<file path="src/hdl/upwind_fifth_order_interp_assert.svh">
// ---------------------------------------------------------------------------
// upwind interpolator assertion macros
// shared property forms for the concurrent checks of the block
// ---------------------------------------------------------------------------
`ifndef UPWIND_FIFTH_ORDER_INTERP_ASSERT_SVH
`define UPWIND_FIFTH_ORDER_INTERP_ASSERT_SVH

// same-cycle implication
`define UWI_ASSERT_NOW(name, clk, rst, ante, cons, msg) \
   name: assert property (@(posedge clk) disable iff (rst) (ante) |-> (cons)) \
      else $error(msg);

// next-cycle implication
`define UWI_ASSERT_NEXT(name, clk, rst, ante, cons, msg) \
   name: assert property (@(posedge clk) disable iff (rst) (ante) |=> (cons)) \
      else $error(msg);

`endif

</file>
<file path="src/hdl/uwi_pkg.sv">
// ---------------------------------------------------------------------------
// upwind interpolator package
// widths, register codes, stencil weights and divide-by-60 constants
// ---------------------------------------------------------------------------
package uwi_pkg;

   localparam int NUM_COMPONENTS_DEFAULT = 4;
   localparam int MAX_CELLS = 1024;

   localparam int SAMPLE_W = 32;
   localparam int CPL_W = 11;
   localparam int GHOST_W = 4;
   localparam int POS_W = 12;
   localparam int HIST_CELLS = 4;
   localparam int TAPS = HIST_CELLS + 1;
   localparam int WEIGHT_W = 8;
   localparam int SUM_W = 40;

   localparam logic [GHOST_W-1:0] GHOST_MIN = GHOST_W'(3);
   localparam logic [GHOST_W-1:0] GHOST_MAX = GHOST_W'(8);

   // register map
   localparam int CSR_W = 32;
   localparam int ADDR_W = 4;
   localparam int REG_IDX_W = 2;
   localparam logic [REG_IDX_W-1:0] REG_DIRECTION = 2'd0;
   localparam logic [REG_IDX_W-1:0] REG_CELLS = 2'd1;
   localparam logic [REG_IDX_W-1:0] REG_GHOSTS = 2'd2;

   localparam logic DIRECTION_RESET = 1'b0;
   localparam logic [CPL_W-1:0] CELLS_RESET = CPL_W'(64);
   localparam logic [GHOST_W-1:0] GHOSTS_RESET = GHOST_W'(3);

   // left-biased weights, oldest first, over 60
   localparam logic signed [WEIGHT_W-1:0] WEIGHTS [TAPS] =
      '{8'sd2, -8'sd13, 8'sd47, 8'sd27, -8'sd3};

   // rounding and divide by 60 = (>> 2) then divide by 15
   localparam int ROUND_BIAS = 30;
   localparam int DIV_BASE = 15;
   localparam int T_W = 35;
   localparam int LO_W = 17;
   localparam int HI_W = T_W - LO_W;
   localparam int QH_W = HI_W - 3;
   localparam int RH_W = 4;
   localparam int REM_W = RH_W + LO_W;
   localparam int Q_W = QH_W + LO_W;
   localparam int HI_SHIFT = HI_W + 4;
   localparam int REM_SHIFT = REM_W + 4;
   localparam int RHI_W = 19;
   localparam int RREM_W = 22;
   localparam logic [RHI_W-1:0] RECIP_HI =
      RHI_W'((2 ** HI_SHIFT + DIV_BASE - 1) / DIV_BASE);
   localparam logic [RREM_W-1:0] RECIP_REM =
      RREM_W'((2 ** REM_SHIFT + DIV_BASE - 1) / DIV_BASE);
   // anything at or above this saturates either way
   localparam logic [T_W-1:0] T_MAX = T_W'(64'd15 * 64'd2147483649);
   localparam logic [REM_W-1:0] REM_LIMIT = REM_W'(DIV_BASE * (2 ** LO_W));

   localparam logic [Q_W-1:0] SAT_NEG_MAG = 32'h8000_0000;
   localparam logic [Q_W-1:0] SAT_POS_MAG = 32'h7FFF_FFFF;

   typedef struct packed {
      logic valid;
      logic line_end;
   } uwi_ctrl_type;

endpackage

</file>
<file path="src/hdl/uwi_cell.sv">
// ---------------------------------------------------------------------------
// upwind interpolator history cell
// holds one cell's worth of samples, all components, and passes the oldest on
// ---------------------------------------------------------------------------
module uwi_cell #(
   parameter int DEPTH = uwi_pkg::NUM_COMPONENTS_DEFAULT
) (
   input  logic                                 clock,
   input  logic                                 reset,
   input  logic                                 shift_en,
   input  logic signed [uwi_pkg::SAMPLE_W-1:0]  shift_in,
   output logic signed [uwi_pkg::SAMPLE_W-1:0]  shift_out
);

   logic signed [uwi_pkg::SAMPLE_W-1:0] line_ff [DEPTH];

   always_ff @(posedge clock) begin
      if (reset) begin
         for (int i = 0; i < DEPTH; i++) begin
            line_ff[i] <= '0;
         end
      end else if (shift_en) begin
         line_ff[0] <= shift_in;
         for (int i = 1; i < DEPTH; i++) begin
            line_ff[i] <= line_ff[i-1];
         end
      end
   end

   assign shift_out = line_ff[DEPTH-1];

endmodule

</file>
<file path="src/hdl/uwi_round.sv">
// ---------------------------------------------------------------------------
// upwind interpolator rounding divider
// divides the stencil sum by 60, rounds to nearest and saturates to 32 bits
// ---------------------------------------------------------------------------
`include "upwind_fifth_order_interp_assert.svh"

module uwi_round (
   input  logic                                 clock,
   input  logic                                 reset,
   input  logic                                 advance,
   input  uwi_pkg::uwi_ctrl_type                in_ctrl,
   input  logic signed [uwi_pkg::SUM_W-1:0]     in_sum,
   output uwi_pkg::uwi_ctrl_type                out_ctrl,
   output logic signed [uwi_pkg::SAMPLE_W-1:0]  out_value
);

   // stage 1: magnitude plus rounding bias, divided by 4, clamped
   logic                          neg_in;
   logic [uwi_pkg::SUM_W-1:0]     sum_u;
   logic [uwi_pkg::SUM_W-1:0]     biased;
   logic [uwi_pkg::SUM_W-3:0]     t_full;
   logic [uwi_pkg::T_W-1:0]       t_in;
   uwi_pkg::uwi_ctrl_type         r1_ctrl_ff;
   logic                          r1_neg_ff;
   logic [uwi_pkg::T_W-1:0]       r1_t_ff;

   assign neg_in = in_sum[uwi_pkg::SUM_W-1];
   assign sum_u  = in_sum;
   // for a negative sum, ~s is |s| - 1, so one more unit of bias
   assign biased = neg_in ? (~sum_u + uwi_pkg::SUM_W'(uwi_pkg::ROUND_BIAS + 1))
                          : (sum_u + uwi_pkg::SUM_W'(uwi_pkg::ROUND_BIAS));
   assign t_full = biased[uwi_pkg::SUM_W-1:2];
   assign t_in   = (t_full > (uwi_pkg::SUM_W-2)'(uwi_pkg::T_MAX)) ? uwi_pkg::T_MAX
                                                                 : t_full[uwi_pkg::T_W-1:0];

   // stage 2: high digit divided by 15 through a reciprocal
   logic [uwi_pkg::HI_W-1:0]              hi;
   logic [uwi_pkg::HI_W+uwi_pkg::RHI_W-1:0] prod_hi;
   uwi_pkg::uwi_ctrl_type                 r2_ctrl_ff;
   logic                                  r2_neg_ff;
   logic [uwi_pkg::QH_W-1:0]              r2_qh_ff;
   logic [uwi_pkg::HI_W-1:0]              r2_hi_ff;
   logic [uwi_pkg::LO_W-1:0]              r2_lo_ff;

   assign hi      = r1_t_ff[uwi_pkg::T_W-1:uwi_pkg::LO_W];
   assign prod_hi = (uwi_pkg::HI_W+uwi_pkg::RHI_W)'(hi)
                  * (uwi_pkg::HI_W+uwi_pkg::RHI_W)'(uwi_pkg::RECIP_HI);

   // stage 3: remainder of the high digit joined to the low part
   logic [uwi_pkg::HI_W-1:0]   rh_full;
   uwi_pkg::uwi_ctrl_type      r3_ctrl_ff;
   logic                       r3_neg_ff;
   logic [uwi_pkg::QH_W-1:0]   r3_qh_ff;
   logic [uwi_pkg::REM_W-1:0]  r3_rem_ff;

   assign rh_full = r2_hi_ff - uwi_pkg::HI_W'(r2_qh_ff) * uwi_pkg::HI_W'(uwi_pkg::DIV_BASE);

   // stage 4: low quotient digit
   logic [uwi_pkg::REM_W+uwi_pkg::RREM_W-1:0] prod_rem;
   uwi_pkg::uwi_ctrl_type      r4_ctrl_ff;
   logic                       r4_neg_ff;
   logic [uwi_pkg::QH_W-1:0]   r4_qh_ff;
   logic [uwi_pkg::LO_W-1:0]   r4_q2_ff;

   assign prod_rem = (uwi_pkg::REM_W+uwi_pkg::RREM_W)'(r3_rem_ff)
                   * (uwi_pkg::REM_W+uwi_pkg::RREM_W)'(uwi_pkg::RECIP_REM);

   // stage 5: sign and saturation into the output register
   logic [uwi_pkg::Q_W-1:0]       q;
   logic [uwi_pkg::SAMPLE_W-1:0]  value_in;
   uwi_pkg::uwi_ctrl_type         out_ctrl_ff;
   logic signed [uwi_pkg::SAMPLE_W-1:0] out_value_ff;

   assign q = {r4_qh_ff, r4_q2_ff};

   always_comb begin
      if (r4_neg_ff) begin
         value_in = (q > uwi_pkg::SAT_NEG_MAG) ? uwi_pkg::SAT_NEG_MAG : (~q + 1'b1);
      end else begin
         value_in = (q > uwi_pkg::SAT_POS_MAG) ? uwi_pkg::SAT_POS_MAG : q;
      end
   end

   always_ff @(posedge clock) begin
      if (reset) begin
         r1_ctrl_ff  <= '0;
         r2_ctrl_ff  <= '0;
         r3_ctrl_ff  <= '0;
         r4_ctrl_ff  <= '0;
         out_ctrl_ff <= '0;
      end else if (advance) begin
         r1_ctrl_ff  <= in_ctrl;
         r2_ctrl_ff  <= r1_ctrl_ff;
         r3_ctrl_ff  <= r2_ctrl_ff;
         r4_ctrl_ff  <= r3_ctrl_ff;
         out_ctrl_ff <= r4_ctrl_ff;
      end
   end

   always_ff @(posedge clock) begin
      if (advance) begin
         r1_neg_ff    <= neg_in;
         r1_t_ff      <= t_in;
         r2_neg_ff    <= r1_neg_ff;
         r2_qh_ff     <= prod_hi[uwi_pkg::HI_SHIFT +: uwi_pkg::QH_W];
         r2_hi_ff     <= hi;
         r2_lo_ff     <= r1_t_ff[uwi_pkg::LO_W-1:0];
         r3_neg_ff    <= r2_neg_ff;
         r3_qh_ff     <= r2_qh_ff;
         r3_rem_ff    <= {rh_full[uwi_pkg::RH_W-1:0], r2_lo_ff};
         r4_neg_ff    <= r3_neg_ff;
         r4_qh_ff     <= r3_qh_ff;
         r4_q2_ff     <= prod_rem[uwi_pkg::REM_SHIFT +: uwi_pkg::LO_W];
         out_value_ff <= value_in;
      end
   end

   assign out_ctrl  = out_ctrl_ff;
   assign out_value = out_value_ff;

   // a wrong high quotient digit leaves a remainder of 15 or more
   `UWI_ASSERT_NOW(a_rem_bound, clock, reset, r3_ctrl_ff.valid,
      r3_rem_ff < uwi_pkg::REM_LIMIT, "high quotient digit off by one")
   `UWI_ASSERT_NEXT(a_valid_moves, clock, reset, advance,
      r2_ctrl_ff.valid == $past(r1_ctrl_ff.valid), "valid lost between stages")

endmodule

</file>
<file path="src/hdl/upwind_fifth_order_interp.sv">
// ---------------------------------------------------------------------------
// fifth-order upwind interface interpolator
// streams the samples of one grid line and returns its interface values
// ---------------------------------------------------------------------------
// Samples of one grid line enter one per transfer, cell by cell, with the
// components of a cell interleaved and the ghost cells included. Each
// accepted sample either yields one interface value or none: the first
// ghost_cells+1 cells of a line (one more when right-biased) and the last
// ghost_cells-2 cells (one fewer when right-biased) give nothing. One sample
// is taken every clock cycle while the result side keeps up; the figure is
// set by the stencil pipeline, which moves all its stages together, so a
// stalled result stops intake only once the output register is full and
// not taken. A result passes through operand capture, two adder stages, four
// divide-by-60 stages and saturation into the rsp_ register. History lives in
// a chain of four cells, each holding one cell's worth of components; it
// resets to zero, so there is no clearing pass. The user writes registers
// through the csr_ port only while the block is idle; it is not enforced.
// ---------------------------------------------------------------------------
`include "upwind_fifth_order_interp_assert.svh"

module upwind_fifth_order_interp #(
   parameter int NUM_COMPONENTS = uwi_pkg::NUM_COMPONENTS_DEFAULT
) (
   input  logic                                 clock,
   input  logic                                 reset,
   // sample channel
   input  logic                                 req_valid,
   output logic                                 req_ready,
   input  logic signed [uwi_pkg::SAMPLE_W-1:0]  req_sample,
   // result channel
   output logic                                 rsp_valid,
   input  logic                                 rsp_ready,
   output logic signed [uwi_pkg::SAMPLE_W-1:0]  rsp_value,
   output logic                                 rsp_line_end,
   // register port
   input  logic                                 csr_psel,
   input  logic                                 csr_penable,
   input  logic                                 csr_pwrite,
   input  logic [uwi_pkg::ADDR_W-1:0]           csr_paddr,
   input  logic [uwi_pkg::CSR_W-1:0]            csr_pwdata,
   output logic [uwi_pkg::CSR_W-1:0]            csr_prdata,
   output logic                                 csr_pready
);

   localparam int COMP_W = (NUM_COMPONENTS > 1) ? $clog2(NUM_COMPONENTS) : 1;
   localparam logic [COMP_W-1:0] COMP_LAST = COMP_W'(NUM_COMPONENTS - 1);

   // ------------------------------------------------------------------
   // configuration registers
   // ------------------------------------------------------------------
   logic                          direction_ff;
   logic [uwi_pkg::CPL_W-1:0]     cells_ff;
   logic [uwi_pkg::GHOST_W-1:0]   ghosts_ff;
   logic                          csr_write;
   logic [uwi_pkg::REG_IDX_W-1:0] reg_idx;

   assign csr_pready = 1'b1;
   assign csr_write  = csr_psel & csr_penable & csr_pwrite;
   // byte address 4*i, low two bits ignored
   assign reg_idx    = csr_paddr[uwi_pkg::ADDR_W-1:2];

   always_ff @(posedge clock) begin
      if (reset) begin
         direction_ff <= uwi_pkg::DIRECTION_RESET;
         cells_ff     <= uwi_pkg::CELLS_RESET;
         ghosts_ff    <= uwi_pkg::GHOSTS_RESET;
      end else if (csr_write) begin
         unique case (reg_idx)
            uwi_pkg::REG_DIRECTION: begin
               direction_ff <= csr_pwdata[0];
            end
            uwi_pkg::REG_CELLS: begin
               cells_ff <= csr_pwdata[uwi_pkg::CPL_W-1:0];
            end
            uwi_pkg::REG_GHOSTS: begin
               ghosts_ff <= csr_pwdata[uwi_pkg::GHOST_W-1:0];
            end
            default: begin
               // unmapped index, write dropped
            end
         endcase
      end
   end

   always_comb begin
      unique case (reg_idx)
         uwi_pkg::REG_DIRECTION: csr_prdata = uwi_pkg::CSR_W'(direction_ff);
         uwi_pkg::REG_CELLS:     csr_prdata = uwi_pkg::CSR_W'(cells_ff);
         uwi_pkg::REG_GHOSTS:    csr_prdata = uwi_pkg::CSR_W'(ghosts_ff);
         default:                csr_prdata = '0;
      endcase
   end

   // ------------------------------------------------------------------
   // effective line geometry
   // ------------------------------------------------------------------
   logic [uwi_pkg::POS_W-1:0]   eff_cells;
   logic [uwi_pkg::GHOST_W-1:0] eff_ghosts;
   logic [uwi_pkg::POS_W-1:0]   line_len;
   logic [uwi_pkg::POS_W-1:0]   first_cell;
   logic [uwi_pkg::POS_W-1:0]   last_cell;

   always_comb begin
      if (cells_ff == '0) begin
         eff_cells = uwi_pkg::POS_W'(1);
      end else if (32'(cells_ff) > uwi_pkg::MAX_CELLS) begin
         eff_cells = uwi_pkg::POS_W'(uwi_pkg::MAX_CELLS);
      end else begin
         eff_cells = uwi_pkg::POS_W'(cells_ff);
      end
      if (ghosts_ff < uwi_pkg::GHOST_MIN) begin
         eff_ghosts = uwi_pkg::GHOST_MIN;
      end else if (ghosts_ff > uwi_pkg::GHOST_MAX) begin
         eff_ghosts = uwi_pkg::GHOST_MAX;
      end else begin
         eff_ghosts = ghosts_ff;
      end
   end

   assign line_len   = eff_cells + uwi_pkg::POS_W'({eff_ghosts, 1'b0});
   // right-biased window sits one cell later
   assign first_cell = uwi_pkg::POS_W'(eff_ghosts) + uwi_pkg::POS_W'(1)
                     + uwi_pkg::POS_W'(direction_ff);
   assign last_cell  = first_cell + eff_cells;

   // ------------------------------------------------------------------
   // position counters
   // ------------------------------------------------------------------
   logic                        advance;
   logic                        accept;
   logic [uwi_pkg::POS_W-1:0]   cell_ff;
   logic [uwi_pkg::POS_W-1:0]   cell_in;
   logic [COMP_W-1:0]           comp_ff;
   logic [COMP_W-1:0]           comp_in;
   logic [COMP_W-1:0]           comp_eff;
   logic                        comp_wrap;
   logic                        in_window;
   logic                        line_end_in;

   // pipeline moves whenever the output register is free or being drained
   assign advance   = ~rsp_valid | rsp_ready;
   assign req_ready = advance;
   assign accept    = req_valid & advance;

   assign comp_eff    = (32'(comp_ff) >= NUM_COMPONENTS) ? '0 : comp_ff;
   assign comp_wrap   = (comp_eff == COMP_LAST);
   assign in_window   = (cell_ff >= first_cell) && (cell_ff <= last_cell);
   assign line_end_in = (cell_ff == last_cell) && comp_wrap;

   always_comb begin
      comp_in = comp_eff + COMP_W'(1);
      cell_in = cell_ff;
      if (comp_wrap) begin
         comp_in = '0;
         if ((uwi_pkg::POS_W+1)'(cell_ff) + 1'b1 >= (uwi_pkg::POS_W+1)'(line_len)) begin
            cell_in = '0;
         end else begin
            cell_in = cell_ff + uwi_pkg::POS_W'(1);
         end
      end
   end

   always_ff @(posedge clock) begin
      if (reset) begin
         cell_ff <= '0;
         comp_ff <= '0;
      end else if (accept) begin
         cell_ff <= cell_in;
         comp_ff <= comp_in;
      end
   end

   // ------------------------------------------------------------------
   // history chain: chain[0] is the new sample, chain[k] is k cells back
   // ------------------------------------------------------------------
   logic signed [uwi_pkg::SAMPLE_W-1:0] chain [uwi_pkg::HIST_CELLS+1];

   assign chain[0] = req_sample;

   for (genvar i = 0; i < uwi_pkg::HIST_CELLS; i++) begin : g_hist
      uwi_cell #(
         .DEPTH (NUM_COMPONENTS)
      ) hist_cell (
         .clock     (clock),
         .reset     (reset),
         .shift_en  (accept),
         .shift_in  (chain[i]),
         .shift_out (chain[i+1])
      );
   end

   // ------------------------------------------------------------------
   // stage 1: operand capture, window mirrored for right bias
   // ------------------------------------------------------------------
   uwi_pkg::uwi_ctrl_type               p1_ctrl_ff;
   logic signed [uwi_pkg::SAMPLE_W-1:0] p1_tap_ff [uwi_pkg::TAPS];

   always_ff @(posedge clock) begin
      if (reset) begin
         p1_ctrl_ff <= '0;
      end else if (advance) begin
         p1_ctrl_ff.valid    <= accept & in_window;
         p1_ctrl_ff.line_end <= line_end_in;
      end
   end

   always_ff @(posedge clock) begin
      if (advance) begin
         for (int k = 0; k < uwi_pkg::TAPS; k++) begin
            // oldest first when left-biased, newest first when mirrored
            p1_tap_ff[k] <= direction_ff ? chain[k] : chain[uwi_pkg::TAPS-1-k];
         end
      end
   end

   // ------------------------------------------------------------------
   // stage 2: weighted taps in two partial sums
   // ------------------------------------------------------------------
   logic signed [uwi_pkg::SUM_W-1:0] prod [uwi_pkg::TAPS];
   uwi_pkg::uwi_ctrl_type            p2_ctrl_ff;
   logic signed [uwi_pkg::SUM_W-1:0] p2_sum_a_ff;
   logic signed [uwi_pkg::SUM_W-1:0] p2_sum_b_ff;

   always_comb begin
      for (int k = 0; k < uwi_pkg::TAPS; k++) begin
         prod[k] = uwi_pkg::SUM_W'(p1_tap_ff[k]) * uwi_pkg::SUM_W'(uwi_pkg::WEIGHTS[k]);
      end
   end

   // ------------------------------------------------------------------
   // stage 3: full stencil sum
   // ------------------------------------------------------------------
   uwi_pkg::uwi_ctrl_type            p3_ctrl_ff;
   logic signed [uwi_pkg::SUM_W-1:0] p3_sum_ff;

   always_ff @(posedge clock) begin
      if (reset) begin
         p2_ctrl_ff <= '0;
         p3_ctrl_ff <= '0;
      end else if (advance) begin
         p2_ctrl_ff <= p1_ctrl_ff;
         p3_ctrl_ff <= p2_ctrl_ff;
      end
   end

   always_ff @(posedge clock) begin
      if (advance) begin
         p2_sum_a_ff <= prod[0] + prod[1] + prod[2];
         p2_sum_b_ff <= prod[3] + prod[4];
         p3_sum_ff   <= p2_sum_a_ff + p2_sum_b_ff;
      end
   end

   // ------------------------------------------------------------------
   // stages 4 to 8: divide by 60, round, saturate, output register
   // ------------------------------------------------------------------
   uwi_pkg::uwi_ctrl_type rsp_ctrl;

   uwi_round round_unit (
      .clock     (clock),
      .reset     (reset),
      .advance   (advance),
      .in_ctrl   (p3_ctrl_ff),
      .in_sum    (p3_sum_ff),
      .out_ctrl  (rsp_ctrl),
      .out_value (rsp_value)
   );

   assign rsp_valid    = rsp_ctrl.valid;
   assign rsp_line_end = rsp_ctrl.line_end;

   // position bookkeeping
   `UWI_ASSERT_NEXT(a_comp_wrap, clock, reset, accept && comp_wrap,
      comp_ff == '0, "component position failed to wrap")
   `UWI_ASSERT_NEXT(a_cell_hold, clock, reset, accept && !comp_wrap,
      cell_ff == $past(cell_ff), "cell position moved inside a cell")
   `UWI_ASSERT_NEXT(a_idle_hold, clock, reset, !accept,
      $stable(comp_ff) && $stable(cell_ff), "position moved without a transfer")

endmodule

</file>
<file path="config.mk">
export PLATFORM = sky130hd
export DESIGN_NAME = upwind_fifth_order_interp
export DESIGN_NICKNAME = d
export VERILOG_FILES = /design/src/hdl/uwi_pkg.sv /design/src/hdl/uwi_cell.sv /design/src/hdl/uwi_round.sv /design/src/hdl/upwind_fifth_order_interp.sv
export VERILOG_INCLUDE_DIRS = /design/src /design/src/hdl
export SDC_FILE = /design/constraint.sdc
export NUM_CORES = 2
export LEC_CHECK = 0
export ABC_CLOCK_PERIOD_IN_PS = 13500
export BUFFER_PORTS_ARGS = -buffer_cell sky130_fd_sc_hd__buf_2
export CORE_MARGIN = 1
export CORE_UTILIZATION = 58
export CTS_BUF_LIST = sky130_fd_sc_hd__clkbuf_8 sky130_fd_sc_hd__clkbuf_16
export DETAILED_ROUTE_END_ITERATION = 10
export GPL_TIMING_DRIVEN = 0
export PLACE_DENSITY = 0.78
export RECOVER_POWER = 50
export SYNTH_ARGS = -nofsm -noshare
export SYNTH_HDL_FRONTEND = slang
export SYNTH_SLANG_ARGS = --single-unit
</file>
<file path="constraint.sdc">
create_clock -name clock -period 13.5 [get_ports clock]
set_input_delay 0.675 -clock clock [delete_from_list [all_inputs] [get_ports clock]]
set_output_delay 0.675 -clock clock [all_outputs]
set_load 0.01 [all_outputs]
</file>
; Yosys cells after proc, flatten, opt, wreduce, memory -nomap -nowiden
; Memory sizes are Yosys's and may differ from the RTL's.
; Index checks and enable logic that the tools add are counted.
[op_classes]
order_cmp = 9
mul = 7
n_eq_ne = 4
reduce_logical = 8
n_addsub = 15
bitwise = 24
muxes = 38
[ops]
columns = operator, n
row1 = $mux 32, 23
row2 = $add 40x5->40 const B, 2
row3 = $mul 21x22->42 const B, 1
row4 = $add 38x39->40, 1
row5 = $add 40x40->40, 1
row6 = $mux 40, 1
row7 = $not 40->40, 1
row8 = $add 38x35->39, 1
row9 = $mul 32x7->39 const B, 1
row10 = $add 33x37->38, 1
row11 = $gt 38x35->1 const B, 1
row12 = $mul 32x6->38 const B, 1
row13 = $mul 18x19->37 const B, 1
row14 = $mul 32x5->37 const B, 1
row15 = $mul 32x3->35 const B, 1
row16 = $pmux 11 s3, 1
row17 = $add 32x1->32 const B, 1
row18 = $gt 32x31->1 const B, 1
row19 = $gt 32x32->1 const B, 1
row20 = $not 32->32, 1
row21 = $mux 11, 2
row22 = $or 1x1->1, 17
row23 = $mul 15x4->4 const B, 1
row24 = $add 12x1->13 const B, 1
row25 = 26 further kinds, 41
[totals]
ff_bits = 341
ramBits = 672
out_inout_bits = 68
mem_count = 5
elab_cells = 147
in_bits = 75
[mem_list]
columns = memory, words, word_bits, read_ports, rd_clocked_by_memory_dff, wr, line_no
row1 = p1_tap_ff, 5, 32, 5, 0, 5, upwind_fifth_order_interp.sv:196  ; logic signed [uwi_pkg::SAMPLE_W-1:0] p1_tap_ff [uwi_pkg::TAPS];
row2 = g_hist[0].hist_cell.line_ff, 4, 32, 4, 0, 4, uwi_cell.sv:15  ; logic signed [uwi_pkg::SAMPLE_W-1:0] line_ff [DEPTH];
row3 = g_hist[1].hist_cell.line_ff, 4, 32, 4, 0, 4, uwi_cell.sv:15
row4 = g_hist[2].hist_cell.line_ff, 4, 32, 4, 0, 4, uwi_cell.sv:15
row5 = g_hist[3].hist_cell.line_ff, 4, 32, 4, 0, 4, uwi_cell.sv:15

; Depth between registers and ports, before layout
[depth]
depth_word = 9
mapped_depth = 25

; Hierarchy
; A second synthesis with hierarchy kept.
[unflattened]
cells_unflattened = 5285
hier_area_um2 = 67447.2
[by_module_without_submodules]
columns = mod, cells_each, n_inst, area_each_um2, seq_area_each_um2
row1 = upwind_fifth_order_interp, 2627, 1, 30031.3, 9098.7
row2 = uwi_cell, 285, 4, 5256.3, 3843.7
row3 = uwi_round, 1518, 1, 16390.7, 5455.2

; Worst setup path before layout
; No wires, ideal clock.
[synth_timing]
path_kind = in2reg
start = input rsp_ready
end = memory p1_tap_ff[0][0] in the netlist's numbering (enable)
slack_ps = -967
path_buffers = 2
path_stages = 4
t_arrival_ps = 13468
cell_sequence = nor2b_1 clkbuf_1 clkinv_1 buf_1
[synth_lines]
columns = element, line_no
row1 = start: declaration, upwind_fifth_order_interp.sv:32  ; input logic rsp_ready,
row2 = end: declaration, upwind_fifth_order_interp.sv:196

==> metrics <==
run status finished, violations left; failing checks capacitance limit, slew limit; hold_ws 0.230 ns; Nets 6,667; die area 113,000 um^2; Seq/Total Area, Yosys 46.1%; CTS Buf Count 104; IR drop worst, VDD 0.277 mV; Reg area 29,900 um^2; Synth async-reset ratio 0%; crit-path leading delay family buffers and inverters; Clock Latency Late Sink 0.70 ns; post-route insts no fill 7,038; Critical Path AT 8.68 ns; WL final 127,000 um; layout cell share with drive strength beyond 1 6.86%; Crit path required time 13.89 ns; Worst Setup End Kind flip-flop; Net Switching 7.46 mW; I/O pin count 143; Bufs and invs on worst path 8; I/O Buffers 96; Crit-path slowest cell clkbuf_1; crit-path max cell delay 2.87 ns; DR WL/cell 18.0 um; Slew headroom -332%; Die Wd 337 um; Clk pwr share 17.0%; std cell rows 122; top cell type's share of synthesized area 44.7%; DRC 0; PostCTS Resize Cnt 0; CP cell instances nor2b_1 > clkbuf_1 > clkinv_1 > nand2_1 > nand2_4 > clkbuf_1 > clkbuf_1 > buf_16 > buf_16 > buf_16 > buf_16; global route overflow 0; startpoint types flip-flop; final setup skew 0.0585 ns; Clock Path Buffers 3; Distinct cells, synth 88; Pwr Total 18.1 mW; initial core utilization 58.6%; initial drt markers 2,307; Internal Pwr Total 10.7 mW; cell count after synthesis 5,224; fin crit share 61.4%; cell mode on critical path buf_16; sequential power share 26.9%; fin. max-slew vios 252; final RePlAce weighted congestion 0.867; hpwl dp 98,700 um; Yosys top cell by area edfxtp_1; Max FO, Critical Path 74; Setup Viol. Count Final 0; RSZ-0062 raised after global routing false; Power Dens Cells 254 nW/um^2; Synth area leaders edfxtp_1 45%, fa_1 14%, ha_1 13%, and2_1 5.1%, inv_1 4.7%; Root Buffer clkbuf_16; Post-synth EDFFs 966; FMAX 0.121 GHz; fill count 8,130; CP Class flip-flop to flip-flop; area grow syn2layout 9.80%; Synth Area per Inst 12.4 um^2; Multi-input gate area 31,400 um^2; number of global-route vias before repair 40,200; post-route ant nets 0; sw frac 41.2%; mapped cell area 65,000 um^2; antenna violations before repair 3; hold buffer count at CTS 0; CORE AREA 111,000 um^2; Lkg Pwr 32.3 nW; Hold Path Class primary input to flip-flop; first-pass GRT wire length 205,000 um; Ys Warns 0; CTS tree built; predominant post-synthesis flop cell edfxtp_1; total vias in the final route 38,300; max_cap viols 3; Tmin final 8.29 ns; largest net degree at the start of global routing 131; # placed instances 6,844; Worst Tran Pin Value 6.48 ns; Die Ht 337 um; diodes inserted 0; Comb pwr share 56.1%; GRT Resource Usage Total 23.0%; Vias per Instance 5.44; H-tree depth 3; Clock transition at path regs 0.06 ns; Pre-antenna DRT Iters 5; Final Hold Fails 0; Seq cells post-synth 1,012; post-CTS setup-driven buffer insertion count 0; CTS Sinks 1,012
==> cell usage in the layout, fill, tap and decap left out, types with 84 or more instances in the layout <==
master	instances
a21oi_1	188
inv_1	830
fa_1	455
nand2_1	174
a21o_1	84
ha_1	675
edfxtp_1	966
o21ai_0	104
and2_1	501
clkbuf_1	163
nor2_1	148
mux2_2	84
xnor2_1	133
clkbuf_16	104
==> cell usage after synthesis (all sizes together) (6+ instances only) <==
master and n:
edfxtp 966, o21ai 104, and4 7, nor3 47, or3 28, buf 32
o21bai 25, o311ai 23, o31ai 6, clkbuf 115, nand3 52, nand2 175
fa 455, nor4 22, nand4 25, o2111ai 7, xnor2 133, xor2 61
a31oi 34, a31o 7, ha 675, a21boi 8, mux2i 10, or4 6
nand3b 7, a221oi 6, and2 531, or2 7, a211oi 26, a21o 84
inv 821, o211ai 10, mux2 129, a22o 17, nor2b 32, nand2b 20
a21oi 188, nor2 159, a22oi 7, dfxtp 46, o21a 10, and3 35
==> through the flow <==
stage               instance area (um^2)   TNS, ns  utilization, %  worst slack, ns
floorplan                          65100         0               -           0.0833
global placement                   67400  -4578.58            60.8            -5.73
detailed placement                 67700         0            61.1             6.41
CTS                                71500         0            64.5             6.38
global route                       71300         0            64.4             4.65
finish                             71300         0            64.4             5.21
==> tightest hold or removal path, stage by stage <==
cell and delay [ns]:
buf_2 0.08, nand2_1 0.05, nand3_1 0.07
==> power by group through the flow <==
stage,Combinational (mW),Clock (mW),Sequential [mW]
global route,11.7,3.23,4.95
detailed placement,10.1,0,4.95
finish,10.2,3.08,4.88
floorplan,7.77,0,4.86
CTS,10.2,3.13,4.88
global placement,9.81,0,4.98
==> final timing paths <==
| check | start | endpoint | slack [ns] | cells after the start |
|---|---|---|---|---|
| setup / recovery | round_unit.out_ctrl[1] | g_hist[1].hist_cell.line_ff[0][37] | 5.21 | 11 |
| hold / removal | csr_pwdata[6] | cells_ff[6] | 0.23 | 3 |
| setup reg to reg | round_unit.out_ctrl[1] | g_hist[1].hist_cell.line_ff[0][37] | 5.21 | 11 |
| hold reg to reg | round_unit.r3_qh_ff[9] | round_unit.r4_qh_ff[9] | 0.41 | 0 |
==> registers in the layout (all words and copies together) (netlist names), 4 cells and up <==
name and count:
p2_sum_b_ff 39, g_hist.hist_cell.line_ff 512, round_unit.r2_hi_ff 4, round_unit.out_value 32, p1_tap_ff 160, round_unit.r4_q2_ff 17, round_unit.r4_qh_ff 15, p3_sum_ff 40
round_unit.r2_lo_ff 17, round_unit.r3_rem_ff 21, cells_ff 11, round_unit.r2_qh_ff 15, p2_sum_a_ff 40, round_unit.r3_qh_ff 15, ghosts_ff 4, round_unit.r1_t_ff 35
cell_ff 12
==> routing by layer <==
layer	vias to the layer above	part of all wire, %	routed length [um]	global-route usage, %
met5	-	0	0	0
met4	0	2.7	3390	6.87
li1	18300	-	-	-
met3	199	3.8	4830	2.53
met1	19000	42	53100	28.8
met2	714	52	65400	41.9
==> cells by family after synthesis <==
| logic type | Yosys count | synth area share, % |
|---|---|---|
| xor+xnor | 194 | 2.62 |
| simple gates | 1169 | 10.0 |
| other cells | 2 | 0.0116 |
| buf+inv | 969 | 5.75 |
| compound gates | 609 | 6.13 |
| fa+ha+maj | 1130 | 27.0 |
| flops | 1012 | 46.1 |
| mux | 139 | 2.39 |
==> layout make-up <==
cell class,instances,share of cell area (%)
Timing Repair Buffer,108,0.965
Buffer,147,0.907
Multi-Input combinational cell,3267,44.0
Clock buffer,104,3.65
Tap cell,1488,2.61
Sequential cell,1012,42.0
Clock inverter,90,1.57
Inverter,822,4.33
Note: power is estimated with default switching activity, not from simulation.
